$ cat src/design/grpb_pkg.sv
// Shared types and constants of the Gaussian radial pixel blend core.
// Used by every module of the block; no dependencies of its own.
package grpb_pkg;

    // Default sizing of the core
    localparam int MAX_DIM_DEF  = 8192;
    localparam int NUM_CH_DEF   = 3;

    // Weight arithmetic
    localparam int DIV_STEPS    = 34;               // 4 integer + 30 fraction quotient bits
    localparam int LN2_STEPS    = 5;                // exponent n lies in 0..17
    localparam int HORNER_TERMS = 12;
    localparam logic [30:0] ONE_Q30 = 31'h4000_0000;
    localparam logic [33:0] LN2_Q30 = 34'd744261118;
    localparam logic [16:0] W_ONE   = 17'h1_0000;

    // Configuration register indexes
    typedef enum logic [2:0] {
        REG_SIGMA       = 3'd0,
        REG_ROI_X_FIRST = 3'd1,
        REG_ROI_X_LAST  = 3'd2,
        REG_ROI_Y_FIRST = 3'd3,
        REG_ROI_Y_LAST  = 3'd4,
        REG_IMG_WIDTH   = 3'd5,
        REG_IMG_HEIGHT  = 3'd6,
        REG_CHAN_COUNT  = 3'd7
    } reg_idx_t;

    // Input request
    typedef struct packed {
        logic [12:0] col;
        logic [12:0] row;
        logic [7:0]  first_ch0;
        logic [7:0]  first_ch1;
        logic [7:0]  first_ch2;
        logic [7:0]  second_ch0;
        logic [7:0]  second_ch1;
        logic [7:0]  second_ch2;
    } in_t;

    // Result
    typedef struct packed {
        logic [7:0] blend_ch0;
        logic [7:0] blend_ch1;
        logic [7:0] blend_ch2;
        logic       in_region;
    } out_t;

    // Configuration seen by the datapath
    typedef struct packed {
        logic [19:0] sigma;
        logic [12:0] x_first;
        logic [12:0] x_last;
        logic [12:0] y_first;
        logic [12:0] y_last;
        logic [13:0] img_width;
        logic [13:0] img_height;
        logic [1:0]  chan_count;
        logic [39:0] sig_sq;
        logic [43:0] sig_sq12;
    } cfg_t;

    // Sideband carried along the weight pipeline
    typedef struct packed {
        logic            in_roi;
        logic [2:0]      ch_en;
        logic            w_one;
        logic            w_zero;
        logic [2:0][7:0] a;
        logic [2:0][7:0] b;
    } side_t;

endpackage

$ cat src/design/grpb_blend.sv
// Per-channel blend w*a + (1-w)*b with w in Q1.16; second stage is the output register.
// Depends on grpb_pkg.
module grpb_blend (
    input  logic             clk,
    input  logic             rst_n,
    input  logic             adv,
    input  logic             in_valid,
    input  logic [16:0]      weight,
    input  grpb_pkg::side_t  side_in,
    output logic             out_valid,
    output grpb_pkg::out_t   out_data
);

    logic [16:0]      w_inv;
    logic [2:0][23:0] sum;
    logic [2:0][7:0]  val;
    grpb_pkg::out_t   out_next;

    logic             pv_reg, ov_reg;
    logic [2:0][24:0] pa_reg, pb_reg;
    grpb_pkg::side_t  ps_reg;
    grpb_pkg::out_t   out_reg;

    assign w_inv = grpb_pkg::W_ONE - weight;

    // Sum of products, zero outside region or for unused channels
    always_comb
    begin
        for (int j = 0; j < 3; j++)
        begin
            sum[j] = 24'(pa_reg[j] + pb_reg[j]);
            val[j] = (ps_reg.in_roi && ps_reg.ch_en[j]) ? sum[j][23:16] : 8'd0;
        end
        out_next.blend_ch0 = val[0];
        out_next.blend_ch1 = val[1];
        out_next.blend_ch2 = val[2];
        out_next.in_region = ps_reg.in_roi;
    end

    always_ff @(posedge clk or negedge rst_n)
    begin
        if (!rst_n)
        begin
            pv_reg <= 1'b0;
            ov_reg <= 1'b0;
        end
        else if (adv)
        begin
            pv_reg <= in_valid;
            ov_reg <= pv_reg;
        end
    end

    always_ff @(posedge clk)
    begin
        if (adv)
        begin
            for (int j = 0; j < 3; j++)
            begin
                pa_reg[j] <= 25'(weight) * 25'(side_in.a[j]);
                pb_reg[j] <= 25'(w_inv) * 25'(side_in.b[j]);
            end
            ps_reg  <= side_in;
            out_reg <= out_next;
        end
    end

    assign out_valid = ov_reg;
    assign out_data  = out_reg;

endmodule

$ cat config.mk
export PLATFORM = sky130hd
export DESIGN_NAME = grpb_blend
export DESIGN_NICKNAME = d
export VERILOG_FILES = /design/src/design/grpb_pkg.sv /design/src/design/grpb_blend.sv
export SDC_FILE = /design/constraint.sdc
export NUM_CORES = 2
export LEC_CHECK = 0
export ABC_AREA = 1
export BUFFER_PORTS_ARGS = -buffer_cell sky130_fd_sc_hd__buf_4
export CORE_UTILIZATION = 60
export CTS_BUF_LIST = sky130_fd_sc_hd__clkbuf_16
export CTS_CLUSTER_SIZE = 10
export DETAILED_ROUTE_END_ITERATION = 6
export PLACE_DENSITY_LB_ADDON = 0.05
export SYNTH_ARGS = -nofsm -noshare
export SYNTH_HDL_FRONTEND = slang
export SYNTH_SLANG_ARGS = --single-unit
$ cat constraint.sdc
create_clock -name clk -period 1.55 [get_ports clk]
set_input_delay 0 -clock clk [delete_from_list [all_inputs] [get_ports clk]]
set_output_delay 0 -clock clk [all_outputs]
set_load 0.01 [all_outputs]
==> summary.txt <==
Sink Count: 175
DP HPWL: 87.2 mm
Initial antenna violation count: 3
Seq/Total Area, Yosys: 0.143
Fin nets: 6597
Inserted Diodes: 0
DR iter-0 viols: 2530
Mean area per synthesized cell: 7.33 um2
Die ar.: 62000 um2
Largest net degree at the start of global routing: 40
Slew headroom: 0.658
Unrepaired setup endpoints after global routing: true
Maximum clock rate: 228 MHz
Final Hold Vio Count: 0
CP max FO: 4
GR Overflow Total: 0
Total number of vias: 35.0k
Num CTS Buffers: 17
Worst Setup End Kind: register
Pins Over Slew Limit: 0
Root Buffer: clkbuf_16
Total track usage: 0.377
Placement Setup Slack: -3.16 ns
Fin cells: 6458
Final Setup Violations: 153
Synthesized instance count: 4993
Chip width: 249 um
Fin crit share: 2.83
Worst EP required: 1.80 ns
Final WS setup: -2.84 ns
Failing checks: negative setup slack
Outcome: complete, but fails checks
Leakage: 26.3 nW
Total Power: 111 mW
Routed WL: 120 mm
Clock transition at the registers of the reported paths: 0.09 ns
CTS tree: done
Share of cells above drive strength 1: 0.297
Top layer in use: met5
Post-synthesis instance area: 36600 um2
Via/cell ratio: 5.42
Design area: 49500 um2
Placed Cells: 6291
Global-route wire length before repair: 184 mm
Router iterations before antenna repair: 5
Core box area: 60200 um2
Critical R2R Launch: pb_reg[19]
DIE HEIGHT: 249 um
Post-synth cell types: 44
Synthesized net count: 5927
DR WL met2: 58.7 mm
Met1 wire length: 44.9 mm
Max Cap Viol: 0
Worst-Skew Late Latency: 0.48 ns
FF-to-FF setup slack: -0.49 ns
Hold Path Class: in -> reg
DR DRC count: 0
Startpoint types: primary input
Critical path class: in -> reg
Antenna Nets Post-Route: 0
Placer congestion estimate: 1.01
Cell Pwr Density: 2240 nW/um2
Initial Util: 0.607
Ys Warns: 0
Min-Delay Path Depth: 5
Hold path endpoint: pb_reg[26]
P&R area growth vs syn: 35.4%
Placed inst area: 44000 um2
Clock Skews: 0.0193 ns
Reg2reg end: out_data[22]
I/O Pins: 101
Worst Reg-to-Reg Cells: 10
WL per Instance: 18.5 um
VDD IR max: 0.00274 V
Vias in the first global route: 36.5k
Finished Core Util: 0.822
HP Start: side_in[9]
Worst Tran Pin Value: 0.514 ns
Period minus WS final: 4.39 ns
Max clock buf depth: 2
Critical path arrival: 4.64 ns
Routed length on met3: 9.42 mm
Post-synthesis sequential element count: 175
Port Buffers: 98
CTS H-tree depth: 4
Row cnt: 90
## cell families after synthesis
| family | synth area share |
|---|---|
| AOI/OAI and AO/OA | 0.0419 |
| xor gates and xnor gates | 0.0221 |
| DFF | 0.143 |
| and+or+nand+nor | 0.250 |
| adders and majority gates | 0.403 |
| buffers and inverters | 0.140 |
## how the worst max path moves through the flow
stage,endpoint,slack (ns),start,depth (start not counted)
finish,pb_reg[23],-2.84,weight[0],26
global route,pb_reg[23],-2.98,weight[0],26
CTS,pb_reg[45],-2.65,weight[0],26
detailed placement,pb_reg[46],-3.16,weight[1],24
global placement,pb_reg[23],-3.10,weight[1],26
floorplan,pb_reg[73],-3.07,weight[0],29
## cells in the mapped netlist (all sizes together)
master	instances	share of area
clkbuf	123	0.013
buf	29	0.0061
edfxtp	173	0.14
ha	325	0.11
clkinv	5	0.00055
nand3b	10	0.0021
inv	1172	0.12
o21ai	85	0.012
a21oi	167	0.023
nor2	574	0.064
xor2	56	0.014
fa	534	0.29
a21boi	2	0.00041
o211ai	6	0.0012
nand2	1420	0.15
dfrtp	2	0.0014
o21bai	10	0.0021
nand3	155	0.022
nand4	61	0.011
and2	5	0.00086
nand2b	2	0.00034
o21a	5	0.0010
nor3	27	0.0040
xnor2	34	0.0081
a21o	11	0.0023
## critical path, cell delays in order
cell and delay [ns]:
buf_8 0.11, nor3_4 0.26, inv_2 0.10, nor2_4 0.13
buf_6 0.12, xor2_4 0.17, inv_4 0.09, buf_6 0.13
buf_6 0.13, nor2_2 0.16, fa_1 0.47, fa_1 0.49
fa_1 0.52, inv_1 0.07, fa_1 0.50, inv_2 0.05
ha_4 0.34, nand2_4 0.10, nor2_4 0.15, nand2_1 0.09
inv_2 0.09, nand3_2 0.09, inv_1 0.08, nor2_1 0.04
nand3_1 0.07, nand2_1 0.06
## cells in the final DEF, fill, tap and decap left out, types with 46 or more instances in the layout
master	Yosys	layout
nor2_1	548	377
fa_1	534	506
nand2_2	2	102
nand2_1	1417	1226
inv_2	4	120
buf_6	7	97
ha_4	0	93
nand2_4	1	88
a21oi_2	0	60
xor2_1	55	46
nor2_4	24	110
a21oi_1	167	68
buf_12	2	64
nand4_1	59	59
ha_1	325	231
edfxtp_1	173	173
buf_4	3	613
nand3_1	154	121
nor2_2	2	87
inv_1	1167	1030
## timing repair
| item | CTS | global route |
|---|---|---|
| hold endpoints to repair | 35 | 0 |
| gates cloned | 11 | 0 |
| setup buffers | 84 | 36 |
| resized for setup | 609 | 372 |
| pin swaps | 322 | 264 |
| endpoints found under the setup margin | 153 | 153 |
| hold buffers | 13 | 0 |
## area by class of cell
cell class | count | area, um2
Fill cell | 3843 | 10700
Tap cell | 782 | 978
Clock inverter | 15 | 200
Multi-Input combinational cell | 3489 | 30700
Inverter | 1177 | 4490
Clock buffer | 17 | 425
Sequential cell | 175 | 5250
Timing Repair Buffer | 803 | 7490
## power by group
| part | total (mW) | switching [mW] | internal [mW] |
|---|---|---|---|
| sequential | 10.7 | 1.41 | 9.25 |
| clock | 4.79 | 2.20 | 2.60 |
| combinational | 95.5 | 52.8 | 42.8 |
| total | 111 | 56.4 | 54.6 |
## metal layers
metal  GRT usage  up-vias
li1            -    16200
met1       0.451    16800
met2       0.659     1537
met3      0.0769      459
met4       0.160        6
met5           0        -
## through the flow
stage / setup TNS, ns / hold slack [ns]
after floorplan: -280.76 / -0.296
after global placement: -330.11 / -0.217
after detailed placement: -336.56 / -0.217
after CTS: -258.53 / 0.0524
after global routing: -288.36 / 0.0668
final: -269.01 / 0.0629
(Power assumes the default switching activity.)
