**config.mk**
```make
export PLATFORM = sky130hd
export DESIGN_NAME = grpb_geom
export DESIGN_NICKNAME = d
export VERILOG_FILES = /design/src/design/grpb_pkg.sv /design/src/design/grpb_geom.sv
export SDC_FILE = /design/constraint.sdc
export NUM_CORES = 1
export LEC_CHECK = 0
export ABC_AREA = 1
export BUFFER_PORTS_ARGS = -buffer_cell sky130_fd_sc_hd__buf_2
export CAP_MARGIN = 20
export CELL_PAD_IN_SITES_DETAIL_PLACEMENT = 0
export CELL_PAD_IN_SITES_GLOBAL_PLACEMENT = 1
export CORE_ASPECT_RATIO = 1.2
export CORE_MARGIN = 2
export CORE_UTILIZATION = 45
export CTS_BUF_LIST = sky130_fd_sc_hd__clkbuf_8
export DETAILED_ROUTE_END_ITERATION = 6
export PLACE_DENSITY_LB_ADDON = 0.1
export RECOVER_POWER = 50
export SYNTH_ARGS = -nofsm -noshare
export SYNTH_HDL_FRONTEND = slang
export SYNTH_SLANG_ARGS = --single-unit
export TNS_END_PERCENT = 20
```
**constraint.sdc**
```tcl
create_clock -name clk -period 12.8 [get_ports clk]
set_input_delay 1.92 -clock clk [delete_from_list [all_inputs] [get_ports clk]]
set_output_delay 1.92 -clock clk [all_outputs]
set_load 0.02 [all_outputs]
```
**src/design/grpb_pkg.sv**
```systemverilog
// Shared types and constants of the Gaussian radial pixel blend core.
// Used by every module of the block; no dependencies of its own.
package grpb_pkg;

    // Default sizing of the core
    localparam int MAX_DIM_DEF  = 8192;
    localparam int NUM_CH_DEF   = 3;

    // Weight arithmetic
    localparam int DIV_STEPS    = 34;               // 4 integer + 30 fraction quotient bits
    localparam int LN2_STEPS    = 5;                // exponent n lies in 0..17
    localparam int HORNER_TERMS = 12;
    localparam logic [30:0] ONE_Q30 = 31'h4000_0000;
    localparam logic [33:0] LN2_Q30 = 34'd744261118;
    localparam logic [16:0] W_ONE   = 17'h1_0000;

    // Configuration register indexes
    typedef enum logic [2:0] {
        REG_SIGMA       = 3'd0,
        REG_ROI_X_FIRST = 3'd1,
        REG_ROI_X_LAST  = 3'd2,
        REG_ROI_Y_FIRST = 3'd3,
        REG_ROI_Y_LAST  = 3'd4,
        REG_IMG_WIDTH   = 3'd5,
        REG_IMG_HEIGHT  = 3'd6,
        REG_CHAN_COUNT  = 3'd7
    } reg_idx_t;

    // Input request
    typedef struct packed {
        logic [12:0] col;
        logic [12:0] row;
        logic [7:0]  first_ch0;
        logic [7:0]  first_ch1;
        logic [7:0]  first_ch2;
        logic [7:0]  second_ch0;
        logic [7:0]  second_ch1;
        logic [7:0]  second_ch2;
    } in_t;

    // Result
    typedef struct packed {
        logic [7:0] blend_ch0;
        logic [7:0] blend_ch1;
        logic [7:0] blend_ch2;
        logic       in_region;
    } out_t;

    // Configuration seen by the datapath
    typedef struct packed {
        logic [19:0] sigma;
        logic [12:0] x_first;
        logic [12:0] x_last;
        logic [12:0] y_first;
        logic [12:0] y_last;
        logic [13:0] img_width;
        logic [13:0] img_height;
        logic [1:0]  chan_count;
        logic [39:0] sig_sq;
        logic [43:0] sig_sq12;
    } cfg_t;

    // Sideband carried along the weight pipeline
    typedef struct packed {
        logic            in_roi;
        logic [2:0]      ch_en;
        logic            w_one;
        logic            w_zero;
        logic [2:0][7:0] a;
        logic [2:0][7:0] b;
    } side_t;

endpackage

```
**src/design/grpb_geom.sv**
```systemverilog
// Front end: region test, distance to centre, squared radius, Q15 numerator.
// Depends on grpb_pkg.
module grpb_geom #(
    parameter int MAX_DIM      = grpb_pkg::MAX_DIM_DEF,
    parameter int NUM_CHANNELS = grpb_pkg::NUM_CH_DEF
) (
    input  logic             clk,
    input  logic             rst_n,
    input  logic             adv,
    input  logic             in_valid,
    input  grpb_pkg::in_t    in_data,
    input  grpb_pkg::cfg_t   cfg,
    output logic             out_valid,
    output logic [41:0]      num,
    output grpb_pkg::side_t  side
);

    localparam int CMAX = MAX_DIM - 1;

    logic [12:0] half_x, half_y, cx, cy;
    logic [12:0] dx1_next, dy1_next;
    grpb_pkg::side_t side1_next, side3_next, side4_next;
    logic [26:0] d2_next;
    logic [41:0] num_next;

    logic            v1_reg, v2_reg, v3_reg, v4_reg;
    logic [12:0]     dx1_reg, dy1_reg;
    logic [25:0]     sqx_reg, sqy_reg;
    logic [26:0]     d2_reg;
    logic [41:0]     num_reg;
    grpb_pkg::side_t side1_reg, side2_reg, side3_reg, side4_reg;

    // Centre, saturated to the largest coordinate
    always_comb
    begin
        half_x = cfg.img_width[13:1];
        half_y = cfg.img_height[13:1];
        cx = (17'(half_x) > 17'(CMAX)) ? 13'(CMAX) : half_x;
        cy = (17'(half_y) > 17'(CMAX)) ? 13'(CMAX) : half_y;
        dx1_next = (in_data.col >= cx) ? in_data.col - cx : cx - in_data.col;
        dy1_next = (in_data.row >= cy) ? in_data.row - cy : cy - in_data.row;
    end

    // Region test and channel enables
    always_comb
    begin
        side1_next.in_roi = (in_data.col >= cfg.x_first) && (in_data.col <= cfg.x_last)
                         && (in_data.row >= cfg.y_first) && (in_data.row <= cfg.y_last);
        side1_next.w_one  = 1'b0;
        side1_next.w_zero = 1'b0;
        side1_next.a      = {in_data.first_ch2, in_data.first_ch1, in_data.first_ch0};
        side1_next.b      = {in_data.second_ch2, in_data.second_ch1, in_data.second_ch0};
        for (int j = 0; j < 3; j++)
        begin
            side1_next.ch_en[j] = (2'(j) < cfg.chan_count) && (j < NUM_CHANNELS);
        end
    end

    // Radius sum and weight overrides
    always_comb
    begin
        d2_next          = 27'(sqx_reg) + 27'(sqy_reg);
        side3_next       = side2_reg;
        side3_next.w_one = (d2_next == 27'd0);
        num_next         = {d2_reg, 15'd0};
        side4_next       = side3_reg;
        side4_next.w_zero = (cfg.sigma == 20'd0) || (44'(num_next) >= cfg.sig_sq12);
    end

    // Valid bits
    always_ff @(posedge clk or negedge rst_n)
    begin
        if (!rst_n)
        begin
            v1_reg <= 1'b0;
            v2_reg <= 1'b0;
            v3_reg <= 1'b0;
            v4_reg <= 1'b0;
        end
        else if (adv)
        begin
            v1_reg <= in_valid;
            v2_reg <= v1_reg;
            v3_reg <= v2_reg;
            v4_reg <= v3_reg;
        end
    end

    // Payload stages
    always_ff @(posedge clk)
    begin
        if (adv)
        begin
            dx1_reg   <= dx1_next;
            dy1_reg   <= dy1_next;
            side1_reg <= side1_next;
            sqx_reg   <= dx1_reg * dx1_reg;
            sqy_reg   <= dy1_reg * dy1_reg;
            side2_reg <= side1_reg;
            d2_reg    <= d2_next;
            side3_reg <= side3_next;
            num_reg   <= num_next;
            side4_reg <= side4_next;
        end
    end

    assign out_valid = v4_reg;
    assign num       = num_reg;
    assign side      = side4_reg;

endmodule

```
==> flow_summary_export.csv, run 1 <==
group,metric,value,unit
placed_design,gp_congestion,0.8731,
placed_design,preCtsSetupSlack,7.134,ns
critical_path,cp-startpoint,"adv",
sta,fin_ws,4.922,ns
logic_synthesis,synthArstFlopShare,1.159,%
clock_network,worst_skew_pair.late_latency,0.64,ns
sta,fin_crit,7.878,ns
layout,fin_area,30100,µm²
grt,grt_pass1_wl,91060,µm
die,dieArea,61790,µm²
clock_network,clk_pin_slew_worst_paths,0.06,ns
critical_path,crit_buf_inv,3,
route,finalWirelength,55220,µm
route,route.met3.wl,2502,µm
route,drc,0,
critical_path,crit_type,"in -> reg",
sta,slew_headroom,-299.0,%
outcome,violations,"capacitance limit, slew limit",
logic_synthesis,ys.flop_type,"edfxtp_1",
placed_design,portBuffers,303,
logic_synthesis,synth_cell_types,49,
layout,drive_gt1_share,13.54,%
layout,final_common_cell,"inv_1",
critical_path,crit_top_cell,"buf_4",
critical_path,worstPathArrival,8.13,ns
critical_path,slowest_stage,"clkbuf_1",
logic_synthesis,syn_area,26910,µm²
layout,final_util,50.71,%
critical_path,worstSetupEndpointType,"flop",
grt,grtUsageTotal,18.17,%
sta,tns,0,ns
route,drtAntennaViolNets,0,
critical_path,cp_max_fo,115,
critical_path,cp.depth,3,
logic_synthesis,synth_edf_count,341,
sta,max_clock_freq,126.9,MHz
clock_network,cts_tree,"built",
grt,antenna_found_initial,2,
sta,finalHoldViolCount,0,
clock_network,cts-resized-gates,0,
die,num_rows,98,
worst_hold_path,hp-class,"reg -> reg",
layout,nets,3879,
route,vias,18760,
logic_synthesis,synth-seq-area-share,38.42,%
critical_path,r2r_end,"sqx_reg[25]$_DFFE_PP_",
layout,fillers,5721,
clock_network,htreeDepth,2,
sta,rsz0062_at_grt,"no",
critical_path,cp_slowest_stage_delay,4.10,ns
route,drt_iter0_markers,724,
sta,setup_viol_count_final,0,
clock_network,cts_hold_buf,0,
logic_synthesis,ys_ff_latch,345,
critical_path,worst_r2r_path_depth,18,
grt,overflow,0,
route,routed_via_density,4.734,
critical_path,crit_required,13.05,ns
critical_path,reg2reg_slack,7.23,ns
layout,syn2layout_area_growth,11.83,%
route,firstDrtPassIters,5,
die,die_h,271.9,µm
layout,layout_common_cells,"720 x inv_1, 575 x nand2_1, 341 x edfxtp_1, 296 x buf_2, 293 x ha_1",
logic_synthesis,syn_inst,2812,
clock_network,numCtsBuffers,54,
die,die_w,227.2,µm
route,m1WireLength,22180,µm
clock_network,cts.path.max_buffers,3,
placed_design,hpwl,44990,µm
critical_path,crit_family,"buffers and inverters",
placed_design,dpl_cell_area,29170,µm²
sta,fin_worst_skew,0.03168,ns
logic_synthesis,syn_area_per_cell,9.571,µm²
grt,grt_pass1_vias,19500,
sta,final.period_utilization,61.54,%
job,max_cap_viol_count,1,
sta,slew_violations,116,
clock_network,clock-sinks,345,
layout,largest_register_ffs,54,
route,highest_layer,"met4",
sta,worst_pin_slew,5.984,ns
route,wl_met2,29150,µm
die,start_util,45.35,%
grt,grt_start_max_net_pins,116,
logic_synthesis,ys_warn_count,0,
critical_path,critPathCapture,"sqx_reg[14]$_DFFE_PP_",
critical_path,cp_cell_sequence,"clkbuf_1, buf_4, buf_4",
route,wire_per_inst,13.93,µm
clock_network,cts.root.buffer_cell,"clkbuf_8",
critical_path,regToRegStartpoint,"dx1_reg[3]$_DFFE_PP_",
die,pin_count,361,
critical_path,startpoint_type,"primary input",
clock_network,cts_setup_buffers,0,
die,core_area,59350,µm²
outcome,outcome,"complete, but fails checks",
==> kinds of logic after synthesis <==
family / share of synthesized area (%)
DFF: 38.42
AOI/OAI and AO/OA: 5.574
muxes: 0.08368
adders and majority gates: 28.28
buffers and inverters: 11.26
and+or+nand+nor: 13.16
other: 0.01393
xor gates and xnor gates: 3.222
==> final cells by class <==
cell class / count / area, µm² / area share, %
repair buffers: 307 / 1558 / 5.176
clock inverters: 38 / 211.5 / 0.7026
flip-flops and latches: 345 / 10340 / 34.35
diodes: 2 / 5.005 / 0.01663
well taps: 800 / 1001 / 3.326
inverters: 714 / 2684 / 8.917
multi-input cells: 1703 / 13560 / 45.04
clock buffers: 54 / 743.2 / 2.469
==> synth_stat cells, types with 5 or more instances <==
| master | n | area [µm²] |
|---|---|---|
| xnor2_1 | 27 | 236.5 |
| inv_1 | 708 | 2658 |
| nor3_1 | 15 | 75.07 |
| a21oi_1 | 129 | 645.6 |
| clkbuf_1 | 30 | 112.6 |
| nand2_2 | 25 | 156.4 |
| o21ai_1 | 8 | 40.04 |
| edfxtp_1 | 341 | 10240 |
| a21oi_2 | 6 | 52.55 |
| o21ai_0 | 42 | 210.2 |
| o21bai_1 | 10 | 75.07 |
| nor4_1 | 14 | 87.58 |
| nor2_2 | 6 | 37.54 |
| buf_2 | 11 | 55.05 |
| nand3b_1 | 7 | 52.55 |
| nand3_1 | 62 | 310.3 |
| o21ai_2 | 13 | 113.9 |
| xor2_1 | 72 | 630.6 |
| buf_4 | 15 | 112.6 |
| nand2_1 | 566 | 2125 |
| a21o_1 | 6 | 45.04 |
| ha_1 | 293 | 3666 |
| o221ai_1 | 6 | 52.55 |
| fa_1 | 197 | 3944 |
| nand4_1 | 33 | 206.5 |
| a211oi_1 | 5 | 37.54 |
| nor2_1 | 105 | 394.1 |
| o211ai_1 | 5 | 37.54 |
==> routing by layer <==
layer | vias up | GRT usage (%)
li1 | 9444 | -
met1 | 8833 | 20.68
met2 | 401 | 34.55
met3 | 84 | 2.589
met4 | 0 | 5.814
met5 | - | 0
==> per-stage QoR <==
stage,hold slack (ns),cells
after floorplan,0.4003,2826
after global placement,0.4002,3868
after detailed placement,0.4045,3868
after CTS,0.3900,3960
after global routing,0.3971,3963
final,0.3945,3963
==> worst min-delay path by stage <==
| stage | startpoint | end | slack, ns | cells after the start |
|---|---|---|---|---|
| 2_1_floorplan | side1_reg[0]$_DFFE_PP_ | side2_reg[0]$_DFFE_PP_ | 0.40 | 0 |
| 3_3_place_gp | side2_reg[32]$_DFFE_PP_ | side3_reg[32]$_DFFE_PP_ | 0.40 | 0 |
| 3_5_place_dp | side1_reg[1]$_DFFE_PP_ | side2_reg[1]$_DFFE_PP_ | 0.40 | 0 |
| 4_1_cts | side2_reg[52]$_DFFE_PP_ | side3_reg[52]$_DFFE_PP_ | 0.39 | 0 |
| 5_1_grt | side1_reg[43]$_DFFE_PP_ | side2_reg[43]$_DFFE_PP_ | 0.40 | 0 |
| 6_report | side1_reg[43]$_DFFE_PP_ | side2_reg[43]$_DFFE_PP_ | 0.39 | 0 |
Power of run 1 is left out: the tool's default activity adds up to more than one toggle a clock period on the data nets, which glitch-free logic cannot reach.
==> run 2: changes to the inputs <==
Settings changed: CORE_UTILIZATION 45 to 42.
Clock period 12.8 ns to 7.1 ns, I/O delays scaled along.
==> flow_summary_export.csv, run 2 (synthesis results as in run 1) <==
group,metric,value,unit
grt,overflow,0,
job,max_cap_viol_count,1,
critical_path,crit_buf_inv,2,
sta,setup_viol_count_final,0,
critical_path,crit_family,"buffers and inverters",
layout,syn2layout_area_growth,12.49,%
die,pin_count,361,
clock_network,cts-resized-gates,0,
die,die_h,281.3,µm
critical_path,regToRegStartpoint,"dx1_reg[10]$_DFFE_PP_",
route,wire_per_inst,14.16,µm
layout,final_common_cell,"inv_1",
critical_path,worst_r2r_path_depth,18,
clock_network,clk_pin_slew_worst_paths,0.06,ns
critical_path,crit_type,"in -> reg",
sta,final.period_utilization,82.27,%
critical_path,cp_slowest_stage_delay,3.76,ns
grt,use_met1,19.44,%
worst_hold_path,hp-class,"in -> async",
grt,grt_pass1_wl,93700,µm
sta,tns,0,ns
route,vias,18780,
grt,grt_use_met3,2.691,%
clock_network,cts_setup_buffers,0,
die,start_util,42.51,%
critical_path,reg2reg_slack,1.49,ns
layout,largest_register_ffs,54,
grt,grtUsageTotal,17.38,%
clock_network,cts_tree,"built",
critical_path,cp_max_fo,117,
sta,max_clock_freq,171.2,MHz
sta,rsz0062_at_grt,"no",
placed_design,gp_congestion,0.8620,
sta,fin_worst_skew,0.01969,ns
grt,antenna_found_initial,1,
layout,drive_gt1_share,13.83,%
clock_network,cts.root.buffer_cell,"clkbuf_8",
sta,slew_violations,118,
die,num_rows,101,
grt,grt_pass1_vias,19790,
clock_network,htreeDepth,2,
sta,finalHoldViolCount,0,
clock_network,worst_skew_pair.late_latency,0.64,ns
critical_path,slowest_stage,"dlymetal6s4s_1",
critical_path,crit_required,7.35,ns
clock_network,cts_hold_buf,0,
grt,busiest_layer,"met2",
layout,nets,3879,
outcome,outcome,"complete, but fails checks",
route,finalWirelength,56550,µm
sta,slew_headroom,-252.9,%
die,die_w,235.1,µm
layout,layout_common_cells,"720 x inv_1, 574 x nand2_1, 341 x edfxtp_1, 298 x buf_2, 293 x ha_1",
grt,grt_start_max_net_pins,164,
die,dieArea,66130,µm²
route,routed_via_density,4.703,
route,drc,0,
critical_path,cp_cell_sequence,"dlymetal6s4s_1, buf_4",
route,drtAntennaViolNets,0,
sta,fin_crit,5.841,ns
route,drt_iter0_markers,682,
die,core_area,63310,µm²
critical_path,worstSetupEndpointType,"flop",
clock_network,numCtsBuffers,56,
outcome,violations,"capacitance limit, slew limit",
critical_path,r2r_end,"sqx_reg[21]$_DFFE_PP_",
grt,met2_usage,33.32,%
critical_path,worstPathArrival,6.09,ns
critical_path,startpoint_type,"primary input",
clock_network,clock-sinks,345,
sta,worst_pin_slew,5.293,ns
placed_design,portBuffers,303,
route,firstDrtPassIters,5,
clock_network,cts.path.max_buffers,3,
placed_design,hpwl,46390,µm
[run 2: cell count changes in the layout (fill, tap and decap cells not counted), moves of 3 or more]
cell / previous run / this run
clkinv_1: 11 / 14
clkbuf_1: 7 / 3
clkinv_2: 10 / 4
clkinv_4: 0 / 3
inv_6: 0 / 5
[run 2: area by class of cell]
type | count | area (µm²)
sequential | 345 | 10340
multi-input combinational | 1703 | 13570
inverter | 714 | 2684
fill | 6155 | 33040
tap | 824 | 1031
timing repair buffer | 305 | 1546
clock inverter | 45 | 327.8
antenna | 2 | 5.005
clock buffer | 56 | 770.7
[run 2: worst max path at each step]
stage          depth (start not counted)  slack [ns]                endpoint                   from
6_report                               2        1.26  side3_reg[7]$_DFFE_PP_                    adv
5_1_grt                                2        0.61       num[18]$_DFFE_PP_                    adv
4_1_cts                               18        1.43   sqx_reg[21]$_DFFE_PP_  dx1_reg[10]$_DFFE_PP_
3_5_place_dp                          18        1.44   sqx_reg[21]$_DFFE_PP_  dx1_reg[10]$_DFFE_PP_
3_3_place_gp                          18        1.49   sqx_reg[25]$_DFFE_PP_   dx1_reg[3]$_DFFE_PP_
2_1_floorplan                         19        2.10   sqx_reg[25]$_DFFE_PP_  dx1_reg[12]$_DFFE_PP_
[run 2: metal layers]
layer,vias up,routed length [µm]
met5,-,0
met4,0,1652
met3,116,2516
met2,395,29630
met1,8799,22750
li1,9474,-
[run 2: stage by stage]
step / utilization (%) / cell area (µm²) / instances / worst slack, ns / hold WS [ns]
final: 47.82 / 30270 / 3994 / 1.259 / 0.2471
after global routing: 47.81 / 30270 / 3993 / 0.6077 / 0.2208
after CTS: 47.86 / 30300 / 3992 / 1.428 / 0.1535
after detailed placement: 46.13 / 29210 / 3891 / 1.441 / 0.4045
after global placement: 46.13 / 29210 / 3891 / 1.490 / 0.4003
after floorplan: - / 26970 / 2826 / 2.100 / 0.4003
Power of run 2 is left out for the same reason.
